--- src/sliding_window_min_max_top_assert.svh ---
// ----------------------------------------------------------------------------
// sliding window min/max assertion macros
// Concurrent assertion wrappers shared by the block's RTL files. Defining
// NO_ASSERTIONS turns every use into nothing.
// ----------------------------------------------------------------------------
`ifndef SLIDING_WINDOW_MIN_MAX_TOP_ASSERT_SVH
`define SLIDING_WINDOW_MIN_MAX_TOP_ASSERT_SVH

`ifndef NO_ASSERTIONS

// expression must hold at every clock edge out of reset
`define SWMM_ASSERT(label, clk, rst_n, expr) \
    label: assert property (@(posedge clk) disable iff (!rst_n) (expr)) \
        else $error("swmm assertion failed");

// consequent must hold in the same cycle as the antecedent
`define SWMM_ASSERT_IMPL(label, clk, rst_n, ante, cons) \
    label: assert property (@(posedge clk) disable iff (!rst_n) (ante) |-> (cons)) \
        else $error("swmm assertion failed");

`else

`define SWMM_ASSERT(label, clk, rst_n, expr)
`define SWMM_ASSERT_IMPL(label, clk, rst_n, ante, cons)

`endif

`endif

--- src/swmm_pkg.sv ---
// ----------------------------------------------------------------------------
// swmm_pkg
// Shared constants and types of the sliding window min/max block.
// ----------------------------------------------------------------------------
package swmm_pkg;

    // number of sample positions held in the cell chain
    localparam int WINDOW_MAX = 32;

    // field widths
    localparam int SMP_W = 16;
    localparam int CNT_W = 16;
    localparam int CFG_W = 6;

    // 150.0 in 8.8 fixed point, first invalid reading
    localparam logic [SMP_W-1:0] LIMIT_150 = SMP_W'(38400);

    // saturation value of the invalid counter
    localparam logic [CNT_W-1:0] CNT_MAX = {CNT_W{1'b1}};

    // reset value of the window size register
    localparam logic [CFG_W-1:0] WIN_SIZE_RST = CFG_W'(1);

    // running min/max travelling along the chain with its token
    typedef struct packed {
        logic             tok;
        logic [SMP_W-1:0] mn;
        logic [SMP_W-1:0] mx;
        logic             empty;
    } t_acc;

endpackage

--- src/swmm_cell.sv ---
// ----------------------------------------------------------------------------
// swmm_cell
// One window position: holds a sample and its valid flag, shifts them on to
// the next older position, and folds them into the passing min/max token.
// ----------------------------------------------------------------------------
module swmm_cell (
    input  logic                      i_clk,
    input  logic                      i_rst_n,
    input  logic                      i_shift,
    input  logic [swmm_pkg::SMP_W-1:0] i_smp,
    input  logic                      i_vld,
    input  logic                      i_in_win,
    input  swmm_pkg::t_acc            i_acc,
    output logic [swmm_pkg::SMP_W-1:0] o_smp,
    output logic                      o_vld,
    output swmm_pkg::t_acc            o_acc
);

    logic [swmm_pkg::SMP_W-1:0] r_smp;
    logic                       r_vld;
    swmm_pkg::t_acc             r_acc;
    swmm_pkg::t_acc             n_acc;
    logic                       w_use;

    // this position takes part when it lies in the window and holds a valid sample
    assign w_use = i_in_win && r_vld;

    // fold own sample into the running min/max
    always_comb begin
        n_acc = i_acc;
        if (w_use) begin
            if (r_smp < i_acc.mn) begin
                n_acc.mn = r_smp;
            end
            if (r_smp > i_acc.mx) begin
                n_acc.mx = r_smp;
            end
            n_acc.empty = 1'b0;
        end
    end

    // sample storage, shifted one position older per accepted transaction
    always_ff @(posedge i_clk) begin
        if (!i_rst_n) begin
            r_vld <= 1'b0;
        end else if (i_shift) begin
            r_vld <= i_vld;
        end
    end

    always_ff @(posedge i_clk) begin
        if (i_shift) begin
            r_smp <= i_smp;
        end
    end

    // token stage
    always_ff @(posedge i_clk) begin
        if (!i_rst_n) begin
            r_acc.tok <= 1'b0;
        end else begin
            r_acc.tok <= i_acc.tok;
        end
        r_acc.mn    <= n_acc.mn;
        r_acc.mx    <= n_acc.mx;
        r_acc.empty <= n_acc.empty;
    end

    assign o_smp = r_smp;
    assign o_vld = r_vld;
    assign o_acc = r_acc;

endmodule

--- src/sliding_window_min_max_top.sv ---
// ----------------------------------------------------------------------------
// sliding_window_min_max_top
// Sliding window minimum and maximum of an 8.8 fixed point voltage stream.
// ----------------------------------------------------------------------------
// Each accepted sample is shifted into a chain of 32 cells, newest first, and
// one result follows per sample: the min and max of the valid samples (below
// 150.0) among the last window_size positions, with 150.0 and 0 reported when
// none is valid. A token carrying the running min/max then walks the chain
// one cell per clock (injection register, 32 cell stages, pending stage,
// output register); the input stalls until the output register is loaded.
// The output register holds a finished result while the next sample is
// accepted and scanned; window_size 0 acts as 1. The user must write it
// through the configuration channel while the block is idle, unenforced.
// ----------------------------------------------------------------------------
`include "sliding_window_min_max_top_assert.svh"

module sliding_window_min_max_top (
    input  logic                        i_clk,
    input  logic                        i_rst_n,
    // sample input channel
    input  logic                        i_in_valid,
    output logic                        o_in_stall,
    input  logic [swmm_pkg::SMP_W-1:0]  i_sample,
    // result output channel
    output logic                        o_out_valid,
    input  logic                        i_out_stall,
    output logic [swmm_pkg::CNT_W-1:0]  o_sample_index,
    output logic [swmm_pkg::SMP_W-1:0]  o_sample_echo,
    output logic                        o_sample_valid,
    output logic [swmm_pkg::SMP_W-1:0]  o_window_min,
    output logic [swmm_pkg::SMP_W-1:0]  o_window_max,
    output logic                        o_window_empty,
    output logic [swmm_pkg::CNT_W-1:0]  o_invalid_total,
    // window size configuration channel
    input  logic                        i_cfg_valid,
    output logic                        o_cfg_ready,
    input  logic [swmm_pkg::CFG_W-1:0]  i_cfg_data
);

    localparam int WMAX = swmm_pkg::WINDOW_MAX;

    logic [swmm_pkg::CFG_W-1:0] r_win_size;
    logic                       r_busy;
    logic                       r_inject;
    logic                       r_pend_full;
    swmm_pkg::t_acc             r_pend_acc;

    logic [swmm_pkg::CNT_W-1:0] r_smp_cnt;
    logic [swmm_pkg::CNT_W-1:0] r_inv_cnt;
    logic [swmm_pkg::CNT_W-1:0] n_smp_cnt;
    logic [swmm_pkg::CNT_W-1:0] n_inv_cnt;
    logic [swmm_pkg::SMP_W-1:0] r_cur_smp;
    logic                       r_cur_vld;

    logic                       w_accept;
    logic                       w_in_vld;
    logic                       w_exit;
    logic                       w_load_out;

    logic [swmm_pkg::SMP_W-1:0] w_smp [0:WMAX];
    logic                       w_vld [0:WMAX];
    swmm_pkg::t_acc             w_acc [0:WMAX];
    logic [WMAX-1:0]            w_in_win;
    logic [WMAX:0]              w_toks;

    // handshakes
    assign o_in_stall  = r_busy;
    assign o_cfg_ready = 1'b1;
    assign w_accept    = i_in_valid && !r_busy;
    assign w_in_vld    = i_sample < swmm_pkg::LIMIT_150;
    assign w_exit      = w_acc[WMAX].tok;
    assign w_load_out  = r_pend_full && (!o_out_valid || !i_out_stall);

    // window size register
    always_ff @(posedge i_clk) begin
        if (!i_rst_n) begin
            r_win_size <= swmm_pkg::WIN_SIZE_RST;
        end else if (i_cfg_valid && o_cfg_ready) begin
            r_win_size <= i_cfg_data;
        end
    end

    // running counters, index wraps and invalid count saturates
    always_comb begin
        n_smp_cnt = r_smp_cnt + swmm_pkg::CNT_W'(1);
        n_inv_cnt = r_inv_cnt;
        if (!w_in_vld && (r_inv_cnt != swmm_pkg::CNT_MAX)) begin
            n_inv_cnt = r_inv_cnt + swmm_pkg::CNT_W'(1);
        end
    end

    // control: one transaction in flight through the chain at a time
    always_ff @(posedge i_clk) begin
        if (!i_rst_n) begin
            r_busy      <= 1'b0;
            r_inject    <= 1'b0;
            r_pend_full <= 1'b0;
            r_smp_cnt   <= '0;
            r_inv_cnt   <= '0;
        end else begin
            r_inject <= w_accept;
            if (w_accept) begin
                r_busy    <= 1'b1;
                r_smp_cnt <= n_smp_cnt;
                r_inv_cnt <= n_inv_cnt;
            end else if (w_load_out) begin
                r_busy <= 1'b0;
            end
            if (w_exit) begin
                r_pend_full <= 1'b1;
            end else if (w_load_out) begin
                r_pend_full <= 1'b0;
            end
        end
    end

    // echo of the current transaction and the finished scan
    always_ff @(posedge i_clk) begin
        if (w_accept) begin
            r_cur_smp <= i_sample;
            r_cur_vld <= w_in_vld;
        end
        if (w_exit) begin
            r_pend_acc <= w_acc[WMAX];
        end
    end

    // output register
    always_ff @(posedge i_clk) begin
        if (!i_rst_n) begin
            o_out_valid <= 1'b0;
        end else if (w_load_out) begin
            o_out_valid <= 1'b1;
        end else if (!i_out_stall) begin
            o_out_valid <= 1'b0;
        end
    end

    always_ff @(posedge i_clk) begin
        if (w_load_out) begin
            o_sample_index  <= r_smp_cnt;
            o_sample_echo   <= r_cur_smp;
            o_sample_valid  <= r_cur_vld;
            o_window_min    <= r_pend_acc.mn;
            o_window_max    <= r_pend_acc.mx;
            o_window_empty  <= r_pend_acc.empty;
            o_invalid_total <= r_inv_cnt;
        end
    end

    // chain head: new sample and a fresh token for an empty window
    assign w_smp[0]       = i_sample;
    assign w_vld[0]       = w_in_vld;
    assign w_acc[0].tok   = r_inject;
    assign w_acc[0].mn    = swmm_pkg::LIMIT_150;
    assign w_acc[0].mx    = '0;
    assign w_acc[0].empty = 1'b1;
    assign w_toks[0]      = r_inject;

    // cell chain, position k holds the sample of age k
    for (genvar k = 0; k < WMAX; k++) begin : g_cell
        assign w_in_win[k] = (k == 0) || (32'(k) < 32'(r_win_size));
        assign w_toks[k+1] = w_acc[k+1].tok;

        swmm_cell u_cell (
            .i_clk    (i_clk),
            .i_rst_n  (i_rst_n),
            .i_shift  (w_accept),
            .i_smp    (w_smp[k]),
            .i_vld    (w_vld[k]),
            .i_in_win (w_in_win[k]),
            .i_acc    (w_acc[k]),
            .o_smp    (w_smp[k+1]),
            .o_vld    (w_vld[k+1]),
            .o_acc    (w_acc[k+1])
        );
    end

    // assertions
    `SWMM_ASSERT(a_one_token, i_clk, i_rst_n, $onehot0(w_toks))
    `SWMM_ASSERT_IMPL(a_accept_chain_idle, i_clk, i_rst_n, w_accept, w_toks == '0)
    `SWMM_ASSERT_IMPL(a_token_busy, i_clk, i_rst_n, w_toks != '0, r_busy)
    `SWMM_ASSERT_IMPL(a_exit_pend_free, i_clk, i_rst_n, w_exit, !r_pend_full)
    `SWMM_ASSERT_IMPL(a_pend_busy, i_clk, i_rst_n, r_pend_full, r_busy)

endmodule

--- config.mk ---
export PLATFORM = sky130hd
export DESIGN_NAME = sliding_window_min_max_top
export DESIGN_NICKNAME = d
export VERILOG_FILES = /design/src/swmm_pkg.sv /design/src/swmm_cell.sv /design/src/sliding_window_min_max_top.sv
export VERILOG_INCLUDE_DIRS = /design/src /design/src/src
export SDC_FILE = /design/constraint.sdc
export NUM_CORES = 2
export LEC_CHECK = 0
export ABC_AREA = 0
export ABC_CLOCK_PERIOD_IN_PS = 39900
export BUFFER_PORTS_ARGS = -buffer_cell sky130_fd_sc_hd__buf_2
export CORE_MARGIN = 5
export CORE_UTILIZATION = 44
export DETAILED_ROUTE_END_ITERATION = 8
export GPL_ROUTABILITY_DRIVEN = 0
export PLACE_DENSITY = 0.68
export SETUP_SLACK_MARGIN = 0.2
export SYNTH_ARGS = -nofsm -noshare
export SYNTH_HDL_FRONTEND = slang
export SYNTH_SLANG_ARGS = --single-unit
--- constraint.sdc ---
create_clock -name i_clk -period 39.9 [get_ports i_clk]
set_input_delay 5.985 -clock i_clk [delete_from_list [all_inputs] [get_ports i_clk]]
set_output_delay 5.985 -clock i_clk [all_outputs]
set_load 0.1 [all_outputs]
==> results.toml <==
[clock_network]
clock_latency_ns = 0.82
cts_hold_buf = 0
cts_max_path_buffers = 3
h-tree-depth = 4
cts_sinks = 1790
clk_pin_slew_worst_paths_ns = 0.06
cts_buffers = 182
cts_tree = "yes"
cts-root-buf = "clkbuf_16"
post_cts_buffers = 0
ctsResizeCount = 0

[sta]
maxSlewHeadroom_pct = 20.1
finalSetupViolations = 0
tightestPinTransition_ns = 1.20
period_needed_ns = 9.45
clock.fmax_mhz = 106
skew_ns = 0.0444
hold_violations = 0
rsz0062_at_grt = "false"
holdWs_ns = 0.403
setup_tns_ns = 0
finalMaxSlewViolations = 0
finalCritPeriodShare_pct = 23.7

[floorplan]
start_util_pct = 44.2
rows = 157
ios = 112
dieArea_sq_um = 192000
die_w_microns = 439
die_y_microns = 439
core_area_sq_um = 183000

[setup_path]
reg2reg_depth = 5
cp.required_ns = 40.31
cp.arrival_ns = 9.86
startpoint_type = "input pin"
cp_slowest_cell = "buf_4"
crit_type = "input pin to flop"
crit_fanout = 146
slowest_delay_ns = 0.83
cp.buffers_inverters = 5
crit_chain = "buf_2, nand2b_2, inv_8, buf_12, buf_4, buf_4"
cp-end-kind = "flop"
crit_cells = 6
critical-path-top-delay-family = "buffers and inverters"
cp_common_cell = "buf_4"

[yosys]
synth_most_common_cell = "dfxtp_1"
ys_ff_latch = 1790
syn_nets = 7677
synth_area_sq_um = 80900
yosysTopAreaCellShare_pct = 28.8
synth_ff_type = "dfxtp_1"
synthArstFlopShare_pct = 0
yosys-top-cells-area = "dfxtp_1 29%, edfxtp_1 23%, ha_1 15%"
syn_inst = 6687
synth_area_leader_cell = "dfxtp_1"
yosysUniqueCellTypes = 79
synth-edff-count = 628
ys.warnings.count = 0
ys_seq_area_share_pct = 52.1
synthTopCellsByCount = "1162 x dfxtp_1, 972 x inv_1, 963 x ha_1"
avgSynthCellArea_sq_um = 12.1

[grt]
grt_max_degree = 147
antenna_found_initial = 0
grtUsageMet1_pct = 24.0
grt_pass1_vias = 50160
grt-ovfl-total = 0
grt_pass1_wl_microns = 277000
met3_usage_pct = 2.37
grt-busiest-layer = "met2"
grt_util_met2_pct = 30.0
grt.total_usage_pct = 17.9

[flow_run]
maxCapViolCount = 0

[worst_hold_path]
worstHoldPathCells = 0
holdCritPathClass = "flop to flop"

[route]
num_vias = 49000
vias_per_cell = 5.14
post_drt_wl_per_cell_microns = 18.2
drt-pass1-iter-count = 5
drc = 0
route.antenna.remaining_nets = 0
drt_wl_total_microns = 174000
drtIter0Drc = 2716

[final_layout]
final_nets = 7909
drive_gt1_share_pct = 19.7
area_delta_synth_final_pct = 11.8
postLayoutCoreUtil_pct = 49.4
diodes = 0

[power]
p_leak_nw = 37.1
powerDensity_nw_per_um2 = 46.0
total_power_mw = 4.16
irDropWorstVdd_v = 0.0000399

[placed_design]
hpwl_microns = 130000
port_buffers = 110

[outcome]
status = "complete, no violations"
==> kinds of logic (layout without fill, tap and decap cells) <==
| kind of cell | after synthesis | count (layout) | share of synthesized area [%] |
|---|---|---|---|
| xor+xnor | 25 | 25 | 0.271 |
| flops | 1790 | 1790 | 52.1 |
| other cells | 1 | 1 | 0.00464 |
| fa+ha+maj | 963 | 963 | 14.9 |
| simple gates | 968 | 968 | 6.22 |
| compound gates | 863 | 863 | 6.94 |
| buf+inv | 1077 | 1465 | 5.34 |
| mux | 1000 | 1000 | 14.2 |
==> where the power goes <==
part / internal, mW / switching (mW) / total, mW
combinational: 0.159 / 0.185 / 0.345
clock: 1.02 / 0.716 / 1.74
sequential: 2.00 / 0.0865 / 2.08
==> flip-flops by register name (all words and copies together) (netlist names) <==
name and cells:
o_in_stall 1, r_win_size 6, o_sample_echo 16, r_smp_cnt 16, o_invalid_total 16, r_inject 1, o_window_min 16, o_window_max 16
r_pend_full 1, o_out_valid 1, o_window_empty 1, g_cell.u_cell.o_acc 1088, r_pend_acc 33, g_cell.u_cell.o_vld 32, o_sample_valid 1, r_inv_cnt 16
o_sample_index 16, g_cell.u_cell.o_smp 512, r_cur_vld 1
==> final cells by class <==
class | instances | area [sq um]
clock buffer | 252 | 5160
clock inverter | 88 | 1050
fill | 15849 | 92500
inverter | 973 | 3660
multi-input combinational | 3820 | 34500
sequential | 1790 | 42100
tap | 2464 | 3080
timing repair buffer | 152 | 878
==> routing by layer <==
layer	routed length, microns	part of all wire [%]	vias to the layer above
li1	-	-	24174
met2	82200	47	769
met5	0	0	-
met4	5450	3.1	0
met1	79600	46	23793
met3	6290	3.6	264
==> cells in the final DEF, fill, tap and decap left out, types with 8 or more instances in the layout <==
master / count
o211ai_1: 24
mux2i_1: 8
edfxtp_1: 628
a21oi_1: 374
o21a_1: 18
a31oi_1: 34
and2_1: 96
nor2b_1: 64
mux2_2: 812
a21o_1: 69
o21ai_0: 156
bufinv_16: 17
a2111oi_0: 37
clkinv_2: 39
clkbuf_16: 186
dfxtp_1: 1161
o31ai_2: 19
and3_1: 18
nand4_1: 148
xnor2_1: 18
mux2_4: 70
nor2_1: 174
ha_1: 963
a211o_1: 13
inv_1: 971
clkbuf_8: 26
a211oi_1: 20
clkbuf_1: 40
mux2_1: 110
nor3_1: 24
nor4_1: 38
buf_4: 41
nand2_1: 242
o21ai_1: 18
and4_1: 28
clkinv_1: 12
buf_2: 110
nand2b_1: 49
nand3_1: 70
==> stage by stage <==
step / instance area [sq um] / cells / setup slack [ns]
2_1_floorplan: 80900 / 6687 / 18.41
3_3_place_gp: 84200 / 9199 / 29.72
3_5_place_dp: 84200 / 9199 / 29.64
4_1_cts: 90400 / 9539 / 30.50
5_1_grt: 90400 / 9539 / 30.25
6_report: 90400 / 9539 / 30.45
==> path summary, 6_finish.rpt <==
kind | start | to | slack [ns]
worst max-delay path | i_in_valid | g_cell[16].u_cell.o_smp[6] | 30.45
worst min-delay path | g_cell[31].u_cell.o_acc[2] | r_pend_acc[2] | 0.40
worst max register to register | o_in_stall | g_cell[16].u_cell.o_smp[6] | 35.25
worst min register to register | g_cell[31].u_cell.o_acc[2] | r_pend_acc[2] | 0.40
==> worst register-to-register path, cell delays in order, from the launching register on <==
cell	delay [ns]
dfxtp_1	0.33
nand2b_2	0.60
inv_8	0.81
buf_12	0.71
buf_4	0.89
buf_4	0.86
No activity file was read; power rests on OpenSTA's default activity.
